[src/design/tto_pkg.sv]
package tto_pkg;

	typedef enum logic [1:0] {
		OP_SET   = 2'd0,
		OP_KILL  = 2'd1,
		OP_CHECK = 2'd2
	} op_t;

	localparam logic [1:0] STAT_ALLOC  = 2'd0;
	localparam logic [1:0] STAT_NOFREE = 2'd1;
	localparam logic [1:0] STAT_FIRED  = 2'd2;

	// fired results per check item
	localparam int MAX_RESULTS = 32;
	localparam int CNT_W       = $clog2(MAX_RESULTS + 1);

	typedef struct packed {
		logic [1:0] status;
		logic [4:0] slot_index;
		logic       last;
	} rsp_t;

endpackage

[src/design/tto_if.sv]
interface tto_cmd_if;
	logic        valid;
	logic        ready;
	logic [1:0]  opcode;
	logic [31:0] now_ms;
	logic [23:0] delay_ms;
	logic        repeat_req;
	logic [4:0]  timer_index;

	modport source (output valid, opcode, now_ms, delay_ms, repeat_req, timer_index,
		input ready);
	modport sink (input valid, opcode, now_ms, delay_ms, repeat_req, timer_index,
		output ready);
endinterface

interface tto_rsp_if;
	logic       valid;
	logic       ready;
	logic [1:0] status;
	logic [4:0] slot_index;
	logic       last;

	modport source (output valid, status, slot_index, last, input ready);
	modport sink (input valid, status, slot_index, last, output ready);
endinterface

[src/design/tto_ram.sv]
module tto_ram #(
	parameter int WIDTH = 8,
	parameter int DEPTH = 32
) (
	input  logic                                 clk,
	input  logic                                 we,
	input  logic [(DEPTH > 1 ? $clog2(DEPTH) : 1)-1:0] waddr,
	input  logic [WIDTH-1:0]                     wdata,
	input  logic                                 re,
	input  logic [(DEPTH > 1 ? $clog2(DEPTH) : 1)-1:0] raddr,
	output logic [WIDTH-1:0]                     rdata
);

	logic [WIDTH-1:0] mem [DEPTH];

	always_ff @(posedge clk) begin
		if (we) begin
			mem[waddr] <= wdata;
		end
		// read data holds while re is low
		if (re) begin
			rdata <= mem[raddr];
		end
	end

endmodule

[src/design/tto_out_stage.sv]
module tto_out_stage import tto_pkg::*; (
	input  logic      clk,
	input  logic      arst_n,
	input  logic      push,
	input  rsp_t      din,
	output logic      free,
	tto_rsp_if.source rsp
);

	logic valid_q;
	rsp_t data_q;

	assign free           = !valid_q || rsp.ready;
	assign rsp.valid      = valid_q;
	assign rsp.status     = data_q.status;
	assign rsp.slot_index = data_q.slot_index;
	assign rsp.last       = data_q.last;

	always_ff @(posedge clk or negedge arst_n) begin
		if (!arst_n) begin
			valid_q <= 1'b0;
		end else if (push) begin
			valid_q <= 1'b1;
		end else if (rsp.ready) begin
			valid_q <= 1'b0;
		end
	end

	always_ff @(posedge clk) begin
		if (push) begin
			data_q <= din;
		end
	end

endmodule

[src/design/timer_table_one_shot_periodic_top.sv]
// Timer table of NUM_TIMERS slots (one-shot or periodic). Slot payload (repeat, 32-bit
// deadline, delay) sits in a one-read/one-write RAM; active bits are flops cleared by
// reset, so the block is usable right after reset. A kill clears its slot's active bit as
// it is taken. A set scans the active bits one slot a cycle until it finds a free slot or
// passes the last one, then hands off its result from the flush state and goes back to
// idle. A check reads one slot a cycle from the RAM as long as the result side keeps up,
// compares it in the second stage and writes back the reloaded deadline from there; a
// stalled result side holds the sweep. A last fired result is handed off from the flush
// state before the check goes back to idle. A check stops after 32 fired results.
// The next item is taken once the current one is finished; its last result may still
// be waiting in the output register.
module timer_table_one_shot_periodic_top import tto_pkg::*; #(
	parameter int NUM_TIMERS = 32,
	parameter int DELAY_BITS = 24
) (
	input  logic      clk,
	input  logic      arst_n,
	tto_cmd_if.sink   cmd,
	tto_rsp_if.source rsp
);

	localparam int IW = (NUM_TIMERS > 1) ? $clog2(NUM_TIMERS) : 1;
	localparam int EW = 1 + 32 + DELAY_BITS;
	localparam logic [IW-1:0] LAST_IDX = IW'(NUM_TIMERS - 1);

	typedef enum logic [1:0] {S_IDLE, S_SET, S_CHK, S_FLUSH} state_t;

	state_t                  state_q;
	logic [NUM_TIMERS-1:0]   active_q;
	logic [IW-1:0]           scan_q;
	logic                    scan_go_q;
	logic                    v_s2;
	logic [IW-1:0]           idx_s2;
	logic                    pend_v_q;
	logic [1:0]              pend_st_q;
	logic [IW-1:0]           pend_idx_q;
	logic [CNT_W-1:0]        fire_cnt_q;
	logic [31:0]             now_q;
	logic [DELAY_BITS-1:0]   delay_q;
	logic                    rep_q;

	logic                    accept;
	logic                    kill_ok;
	logic [IW-1:0]           kill_idx;
	logic                    rd_rep;
	logic [31:0]             rd_dl;
	logic [DELAY_BITS-1:0]   rd_delay;
	logic                    fire;
	logic                    stall;
	logic                    limit;
	logic                    issue;
	logic                    scan_last;
	logic                    set_free;
	logic                    out_free;
	logic                    push;
	rsp_t                    push_data;
	logic                    ram_we;
	logic [IW-1:0]           ram_waddr;
	logic [EW-1:0]           ram_wdata;
	logic                    ram_re;
	logic [EW-1:0]           ram_rdata;

	assign cmd.ready = (state_q == S_IDLE);
	assign accept    = cmd.valid && cmd.ready;
	assign kill_ok   = 32'(cmd.timer_index) < NUM_TIMERS;
	assign kill_idx  = IW'(cmd.timer_index);

	assign rd_rep    = ram_rdata[EW-1];
	assign rd_dl     = ram_rdata[DELAY_BITS +: 32];
	assign rd_delay  = ram_rdata[DELAY_BITS-1:0];

	assign scan_last = (scan_q == LAST_IDX);
	assign set_free  = !active_q[scan_q];

	// stage 2 of the check sweep: compare the slot whose read was issued in stage 1
	assign fire  = (state_q == S_CHK) && v_s2 && active_q[idx_s2] && (rd_dl < now_q);
	assign stall = fire && pend_v_q && !out_free;
	assign limit = fire && (fire_cnt_q == CNT_W'(MAX_RESULTS - 1));
	assign issue = (state_q == S_CHK) && !stall && scan_go_q && !limit;

	assign ram_re = issue;

	always_comb begin
		ram_we    = 1'b0;
		ram_waddr = scan_q;
		ram_wdata = {rep_q, 32'(now_q + 32'(delay_q)), delay_q};
		if (state_q == S_SET) begin
			ram_we = set_free;
		end else if (fire && !stall && rd_rep) begin
			ram_we    = 1'b1;
			ram_waddr = idx_s2;
			ram_wdata = {rd_rep, 32'(rd_dl + 32'(rd_delay)), rd_delay};
		end
	end

	// a held result goes out when the next fire is found, or from flush with last set
	always_comb begin
		push_data.status     = pend_st_q;
		push_data.slot_index = 5'(pend_idx_q);
		push_data.last       = (state_q == S_FLUSH);
		push = ((state_q == S_FLUSH) && out_free) || (fire && pend_v_q && !stall);
	end

	always_ff @(posedge clk or negedge arst_n) begin
		if (!arst_n) begin
			state_q    <= S_IDLE;
			active_q   <= '0;
			scan_q     <= '0;
			scan_go_q  <= 1'b0;
			v_s2       <= 1'b0;
			pend_v_q   <= 1'b0;
			fire_cnt_q <= '0;
		end else begin
			unique case (state_q)
				S_IDLE: begin
					scan_q     <= '0;
					scan_go_q  <= 1'b1;
					v_s2       <= 1'b0;
					fire_cnt_q <= '0;
					if (accept) begin
						unique case (cmd.opcode)
							OP_SET:   state_q <= S_SET;
							OP_CHECK: state_q <= S_CHK;
							OP_KILL: begin
								if (kill_ok) begin
									active_q[kill_idx] <= 1'b0;
								end
							end
							default: ;
						endcase
					end
				end
				S_SET: begin
					if (set_free) begin
						active_q[scan_q] <= 1'b1;
						pend_v_q         <= 1'b1;
						state_q          <= S_FLUSH;
					end else if (scan_last) begin
						pend_v_q <= 1'b1;
						state_q  <= S_FLUSH;
					end else begin
						scan_q <= scan_q + 1'b1;
					end
				end
				S_CHK: begin
					if (!stall) begin
						if (fire) begin
							pend_v_q   <= 1'b1;
							fire_cnt_q <= fire_cnt_q + 1'b1;
							if (!rd_rep) begin
								active_q[idx_s2] <= 1'b0;
							end
						end
						if (limit) begin
							scan_go_q <= 1'b0;
							v_s2      <= 1'b0;
						end else if (scan_go_q) begin
							v_s2 <= 1'b1;
							if (scan_last) begin
								scan_go_q <= 1'b0;
							end else begin
								scan_q <= scan_q + 1'b1;
							end
						end else begin
							v_s2 <= 1'b0;
							if (!v_s2) begin
								state_q <= pend_v_q ? S_FLUSH : S_IDLE;
							end
						end
					end
				end
				S_FLUSH: begin
					if (out_free) begin
						pend_v_q <= 1'b0;
						state_q  <= S_IDLE;
					end
				end
				default: state_q <= S_IDLE;
			endcase
		end
	end

	always_ff @(posedge clk) begin
		if (accept) begin
			now_q   <= cmd.now_ms;
			delay_q <= DELAY_BITS'(cmd.delay_ms);
			rep_q   <= cmd.repeat_req;
		end
		if (issue) begin
			idx_s2 <= scan_q;
		end
		if (state_q == S_SET) begin
			pend_st_q  <= set_free ? STAT_ALLOC : STAT_NOFREE;
			pend_idx_q <= set_free ? scan_q : '0;
		end else if (fire && !stall) begin
			pend_st_q  <= STAT_FIRED;
			pend_idx_q <= idx_s2;
		end
	end

	tto_ram #(
		.WIDTH (EW),
		.DEPTH (NUM_TIMERS)
	) u_slot_ram (
		.clk   (clk),
		.we    (ram_we),
		.waddr (ram_waddr),
		.wdata (ram_wdata),
		.re    (ram_re),
		.raddr (scan_q),
		.rdata (ram_rdata)
	);

	tto_out_stage u_out (
		.clk    (clk),
		.arst_n (arst_n),
		.push   (push),
		.din    (push_data),
		.free   (out_free),
		.rsp    (rsp)
	);

	// writeback of one slot never collides with the read of the next
	a_ram_no_collide: assert property (@(posedge clk) disable iff (!arst_n)
		(ram_we && ram_re) |-> (ram_waddr != scan_q))
		else $error("slot RAM read and write hit the same entry");

	a_kill_clears: assert property (@(posedge clk) disable iff (!arst_n)
		(accept && cmd.opcode == OP_KILL && kill_ok) |=> !active_q[$past(kill_idx)])
		else $error("kill did not free the slot");

	a_idle_no_pending: assert property (@(posedge clk) disable iff (!arst_n)
		(state_q == S_IDLE) |-> !pend_v_q)
		else $error("held result left behind in idle");

	a_fire_bound: assert property (@(posedge clk) disable iff (!arst_n)
		fire_cnt_q <= CNT_W'(MAX_RESULTS))
		else $error("check gave too many fired results");

	a_push_room: assert property (@(posedge clk) disable iff (!arst_n)
		push |-> out_free)
		else $error("result pushed into a full output register");

endmodule
[src/flat_wrapper.sv]
// flat-port wrapper written by rule: the top's interface ports become plain ports
module timer_table_one_shot_periodic_top_flat import tto_pkg::*;
#(
	parameter int NUM_TIMERS = 32,
	parameter int DELAY_BITS = 24
)
  (clk, arst_n, cmd_valid, cmd_opcode, cmd_now_ms, cmd_delay_ms, cmd_repeat_req, cmd_timer_index, cmd_ready, rsp_valid, rsp_status, rsp_slot_index, rsp_last, rsp_ready);
  tto_cmd_if cmd_i ();
  tto_rsp_if rsp_i ();
  input  logic clk;
  input  logic arst_n;
  input wire logic [$bits(cmd_i.valid)-1:0] cmd_valid;
  input wire logic [$bits(cmd_i.opcode)-1:0] cmd_opcode;
  input wire logic [$bits(cmd_i.now_ms)-1:0] cmd_now_ms;
  input wire logic [$bits(cmd_i.delay_ms)-1:0] cmd_delay_ms;
  input wire logic [$bits(cmd_i.repeat_req)-1:0] cmd_repeat_req;
  input wire logic [$bits(cmd_i.timer_index)-1:0] cmd_timer_index;
  output wire logic [$bits(cmd_i.ready)-1:0] cmd_ready;
  output wire logic [$bits(rsp_i.valid)-1:0] rsp_valid;
  output wire logic [$bits(rsp_i.status)-1:0] rsp_status;
  output wire logic [$bits(rsp_i.slot_index)-1:0] rsp_slot_index;
  output wire logic [$bits(rsp_i.last)-1:0] rsp_last;
  input wire logic [$bits(rsp_i.ready)-1:0] rsp_ready;
  assign cmd_i.valid = cmd_valid;
  assign cmd_i.opcode = cmd_opcode;
  assign cmd_i.now_ms = cmd_now_ms;
  assign cmd_i.delay_ms = cmd_delay_ms;
  assign cmd_i.repeat_req = cmd_repeat_req;
  assign cmd_i.timer_index = cmd_timer_index;
  assign cmd_ready = cmd_i.ready;
  assign rsp_valid = rsp_i.valid;
  assign rsp_status = rsp_i.status;
  assign rsp_slot_index = rsp_i.slot_index;
  assign rsp_last = rsp_i.last;
  assign rsp_i.ready = rsp_ready;
  timer_table_one_shot_periodic_top #(.NUM_TIMERS(NUM_TIMERS), .DELAY_BITS(DELAY_BITS)) u_core (.clk(clk), .arst_n(arst_n), .cmd(cmd_i), .rsp(rsp_i));
endmodule
[config.mk]
export PLATFORM = sky130hd
export DESIGN_NAME = timer_table_one_shot_periodic_top_flat
export DESIGN_NICKNAME = d
export VERILOG_FILES = /design/src/design/tto_pkg.sv /design/src/design/tto_if.sv /design/src/design/tto_ram.sv /design/src/design/tto_out_stage.sv /design/src/design/timer_table_one_shot_periodic_top.sv /design/src/flat_wrapper.sv
export SDC_FILE = /design/constraint.sdc
export NUM_CORES = 2
export LEC_CHECK = 0
export BUFFER_PORTS_ARGS = -buffer_cell sky130_fd_sc_hd__buf_2
export CAP_MARGIN = 15
export CORE_UTILIZATION = 40
export CTS_CLUSTER_SIZE = 30
export DETAILED_ROUTE_END_ITERATION = 10
export PLACE_DENSITY = 0.58
export SKIP_CTS_REPAIR_TIMING = 1
export SLEW_MARGIN = 0
export SYNTH_ARGS = -nofsm -noshare
export SYNTH_HDL_FRONTEND = slang
export SYNTH_SLANG_ARGS = --single-unit
[constraint.sdc]
create_clock -name clk -period 10.2 [get_ports clk]
set_input_delay 1.02 -clock clk [delete_from_list [all_inputs] [get_ports clk]]
set_output_delay 1.02 -clock clk [all_outputs]
set_load 0.03 [all_outputs]
======== Yosys cells after proc, flatten, opt, wreduce, memory -nomap -nowiden ========
Memories as Yosys holds them, arrays and structs flattened. A register that Yosys moved wholly into a read port is not among the register bits.
Index checks and enable logic that the tools add are counted.
word-level totals
  register bits ........................... 126
  latch bits .............................. 0
  memory bits (writable) .................. 1824
  memory bits (read-only) ................. 0
  input port bits ......................... 68
  memories kept ........................... 1
memory list
  memory                 words  bits a word  rd ports  clocked after Yosys merged registers in  wr ports  line           RTL
  u_core.u_slot_ram.mem  32     57           1         1                                        1         tto_ram.sv:14  logic [WIDTH-1:0] mem [DEPTH];
operators by class
  add/subtract/negate cells ............... 4
  $mul .................................... 0
  divide/modulo/power cells ............... 0
  magnitude comparators ................... 7
  equality and inequality tests ........... 21
  shift operators ......................... 0
  muxes and demuxes ....................... 68
  bitwise gates (word level) .............. 5
  reductions and logical operators ........ 37
operator list
  kind                  count
  $mux W32              6
  $mux W57              2
  $pmux W32 S3          1
  $add A32 B24 Y32      2
  $and A32 B32 Y32      2
  $not A32 Y32          2
  $mux W5               10
  $lt A32 B32 Y1        1
  $or A32 B32 Y32       1
  $mux W1               24
  $mux W2               11
  $lt A5 B6 Y1 const B  3
  $logic_and A1 B1 Y1   17
  $ne A2 B2 Y1 const B  8
  $demux W1 S5          3
  $ge A5 B1 Y1 const B  3
  $pmux W5 S3           1
  $mux W6               2
  $pmux W6 S2           1
  $bmux W1 S5           2
  $reduce_and A5 Y1     2
  $ne A2 B1 Y1 const B  4
  $pmux W2 S4           1
  $reduce_and A8 Y1     1
  19 further kinds      32

======== Longest topological paths before layout ========
  depth after elaboration ................. 13
  mapped depth ............................ 14
  gate-level depth less buffers ........... 13

======== Modules after synthesis ========
Synthesis repeated with hierarchy kept, for this count alone.
unflattened totals
  cells, all modules ...................... 5112
  area total of the unflattened synthesis .. 83095.9 µm²
modules (own cells, without submodules)
  module                             times used  cells an instance  area each (µm²)  sequential area each (µm²)
  tto_ram                            1           3985               72696.0          56484.2
  timer_table_one_shot_periodic_top  1           1116               10112.2          3273.1
  tto_out_stage                      1           11                 287.8            265.3

======== Worst setup path before layout ========
Ideal clock, no wire load.
  path kind ............................... reg-to-reg
  start ................................... register u_core.u_slot_ram.rdata[29] (read register of u_core.u_slot_ram.mem)
  end ..................................... memory u_core.u_slot_ram.mem[3][0] in the netlist's numbering, enable pin
  library setup time ...................... 0.472 ns
  data arrival time ....................... 5.199 ns
  required time ........................... 9.728 ns
  path slack .............................. 4.528 ns
  cell stages (with the launch flop) ...... 12
  clock period less this slack ............ 5.672 ns
  cells stage by stage .................... edfxtp_1 -> ha_1 -> a21o_1 -> a21o_1 -> a21oi_1 -> o31ai_1 -> a21o_1 -> o41a_1 -> or4b_1 -> buf_2 -> o32a_4 -> nor2_1
between the ends
  cells in the longest elaborated chain, start to end .. 11
  elaborated cells between the ends (all ways) .. 13
RTL lines
  element                                line                                     RTL
  start, declared                        tto_ram.sv:11                            output logic [WIDTH-1:0] rdata
  $lt A32 B32 Y1 (*)                     timer_table_one_shot_periodic_top.sv:76  assign fire = (state_q == S_CHK) && v_s2 && active_q[idx_s2] && (rd_dl < now_q);
  $logic_and A1 B1 Y1 (*)                timer_table_one_shot_periodic_top.sv:76
  $logic_and A1 B1 Y1 (2 in series)      timer_table_one_shot_periodic_top.sv:77  assign stall = fire && pend_v_q && !out_free;
  $logic_not A1 Y1                       timer_table_one_shot_periodic_top.sv:89  end else if (fire && !stall && rd_rep) begin
  $logic_and A1 B1 Y1 (*) (2 in series)  timer_table_one_shot_periodic_top.sv:89
  $mux W1                                timer_table_one_shot_periodic_top.sv:89
  $mux W1                                timer_table_one_shot_periodic_top.sv:87  if (state_q == S_SET) begin
  $mux W1                                tto_ram.sv:17                            if (we) begin
  $mux W1 (implied by the code)          tto_ram.sv:18                            mem[waddr] <= wdata;
  end, declared                          tto_ram.sv:14
Mark *: on every way between the ends. The rest lies on a longest branch, timed or not.

======== Worst setup path in the final report ========
  start ................................... register u_core.u_slot_ram.rdata[29] (read register of u_core.u_slot_ram.mem)
  end ..................................... memory u_core.u_slot_ram.mem[8][0] in the netlist's numbering, enable pin
Same word-level chain as after synthesis.

==> reports/metrics.yaml <==
nFillCells: 16500
status: "complete, no violations"
nNetsFinal: 4256
gp_congestion: 0.894
post-place-ws_ns: 4.10
grt_use_total_pct: 22.0
cts_sinks: 2007
mostFrequentLayoutCells: "edfxtp_1, mux4_2, a22oi_1, clkbuf_16, nand2_1"
synth_compound_area_share_pct: 4.77
yosysWarnings: 0
finalWorstSetupSlack_ns: 4.07
first_iter_violations: 4840
fin_crit_ns: 6.13
grt_pass1_wl_um: 310000
syn_inst: 3892
grt_pass1_vias: 40600
total_leakage_power_nw: 28.3
worstMarginPinSlew_ns: 1.24
synth_edf_count: 1958
cp_max_fo: 39
synth_top_family_by_area: "multiplexers"
cts.clk_slew.worst_paths_ns: 0.06
final_cells: 6911
dr.pass1.iters: 7
overflow: 0
synth-main-ff-cell: "edfxtp_1"
cts_buffer_depth: 3
async_flop_share_pct: 2.44
cts-htree-levels: 4
initial_core_util_pct: 40.3
die-area_um2: 200000
drive_gt1_share_pct: 24.3
tritoncts: "built"
rsz0062_at_grt: "no"
synth_fa_ha_area_share_pct: 1.47
clock_latency_ns: 0.88
r2r_setup_slack_ns: 4.07
cts-root-buf: "clkbuf_16"
cp-start-kind: "flip-flop"
relSlewSlack_pct: 17.0
hp-class: "input pin to async pin"
viasPerCell: 5.92
dieWidth_um: 448
synth_seq_cells: 2007
place_inst: 6532
seqCellArea_um2: 60000
finalPower_mw: 24.2
final_area_um2: 90500
fmax_ghz: 0.163
cp.required_ns: 10.68
end_kind: "flip-flop"
muxShareOfSynthArea_pct: 13.5
routedWlPerCell_um: 31.6
synth.cell_area_um2: 79400
portBuffers: 77
drt_wl_total_um: 219000
final_common_cell: "edfxtp_1"
antenna_found_initial: 6
drv_slew: 0
synth_nets: 4052
synthSimpleGateAreaFrac_pct: 2.89
setup_viol: 0
clock_skew_ns: 0.0835
io_pins: 78
num_rows: 163
design.core.area_um2: 197000
cp.arrival_ns: 6.61
hold_violations: 0
syn_area_per_cell_um2: 20.4
cts_buffers: 199
syn_to_final_growth_pct: 13.9
multi_input_area_um2: 18900
grt_max_degree: 116
synth_xor_area_share_pct: 0.563
vdd_drop_max_mv: 0.201
crit_type: "flip-flop to flip-flop"
ant_nets: 0
route.detailed.drc: 0
placed_area_um2: 83800
dp_hpwl_um: 127000
finalCritPeriodShare_pct: 60.1
maxCapViolations: 0
fin_setup_tns_ns: 0
power_density_nw_per_um2: 268
ys_types: 73
die_h_um: 448
ys_seq_area_share_pct: 75.6
vias: 40900
metal layers:
metal | global-route usage [%] | share of wire [%] | wire, um
met2 | 34.8 | 48 | 104000
met1 | 31.4 | 42 | 92000
met5 | 0 | 0.0037 | 8
met4 | 6.14 | 2.6 | 5650
met3 | 3.77 | 7.7 | 16800
logic make-up (layout without fill, tap and decap cells):
| family | after synthesis | after routing |
|---|---|---|
| AO/OA/AOI/OAI | 556 | 556 |
| XOR/XNOR | 51 | 51 |
| adder cells (fa/ha/maj) | 92 | 92 |
| buffers and inverters | 248 | 622 |
| flip-flops | 2007 | 2007 |
| multiplexers | 488 | 488 |
| other | 0 | 5 |
| AND/OR/NAND/NOR | 450 | 450 |
synth_stat cells (7+ instances only):
library cell	instances	area share (%)
o221ai_1	9	0.099
or2_2	7	0.055
nor2_1	101	0.48
o21ai_0	56	0.35
a31oi_1	26	0.20
nor2b_1	16	0.13
nand3_1	27	0.17
buf_2	19	0.12
nand2b_1	17	0.13
xor2_1	12	0.13
a21o_1	19	0.18
inv_1	60	0.28
a21oi_1	108	0.68
xnor2_1	39	0.43
o22ai_1	30	0.24
nor3_1	19	0.12
edfxtp_1	1958	74
mux4_2	466	13
nand2_1	138	0.65
a22oi_1	232	2.2
o21a_1	15	0.14
clkbuf_1	106	0.50
buf_1	58	0.27
a21oi_2	8	0.088
or3_1	7	0.055
ha_1	90	1.4
and3_1	16	0.13
nand4_1	67	0.53
o31ai_1	7	0.066
dfrtp_1	49	1.5
mux2i_1	22	0.28
worst paths after layout:
kind	startpoint	end	cells past startpoint
max	u_core.u_slot_ram.rdata[29]$_DFFE_PP_	u_core.u_slot_ram.mem[8][0]$_DFFE_PP_	14
min	arst_n	u_core.active_q[31]$_DFFE_PN0P_	2
max reg2reg	u_core.u_slot_ram.rdata[29]$_DFFE_PP_	u_core.u_slot_ram.mem[8][0]$_DFFE_PP_	14
min in group clk	cmd_repeat_req	u_core.rep_q$_DFFE_PP_	1
min reg2reg	u_core.pend_idx_q[1]$_DFFE_PP_	u_core.u_out.rsp.slot_index[1]$_DFFE_PP_	0
max in group asynchronous	arst_n	u_core.scan_q[1]$_DFFE_PN0P_	2
critical path, cell delays in order, from the launching register on:
cell and delay, ns:
edfxtp_1 0.41, ha_1 0.33, a21o_1 0.16, a21o_1 0.16
a21oi_1 0.15, o31ai_1 0.16, a21o_1 0.24, o41a_1 0.59
nor2_1 0.66, and3_2 0.29, buf_4 0.52, a32oi_1 0.20
buf_4 0.25, nor2_4 0.76, buf_4 0.80
report_power, final:
part	switching, mW	internal (mW)
combinational	4.00	2.28
sequential	0.287	10.3
clock	3.19	4.18
total	7.48	16.7
sequential cells by signal, indices dropped and copies added, names as in the netlist, 2 cells and up:
register                     count
u_core.active_q                 32
u_core.delay_q                  24
u_core.fire_cnt_q                6
u_core.idx_s2                    5
u_core.now_q                    32
u_core.pend_idx_q                5
u_core.pend_st_q                 2
u_core.scan_q                    5
u_core.state_q                   2
u_core.u_out.rsp.slot_index      5
u_core.u_out.rsp.status          2
u_core.u_slot_ram.mem         1824
u_core.u_slot_ram.rdata         57
per-stage QoR:
stage	utilization, %	hold WS [ns]
floorplan	-	0.400
global placement	42.4	0.406
detailed placement	42.5	0.405
CTS	45.8	0.248
global route	45.9	0.295
finish	45.9	0.287
layout make-up:
class | count | area share [%]
clock inverter | 133 | 1.58
tap | 2640 | 3.65
inverter | 61 | 0.253
timing repair buffer | 190 | 1.55
antenna | 5 | 0.0138
multi-input combinational | 1637 | 20.8
clock buffer | 238 | 5.75
sequential | 2007 | 66.4
No activity file was read; power rests on OpenSTA's default activity.
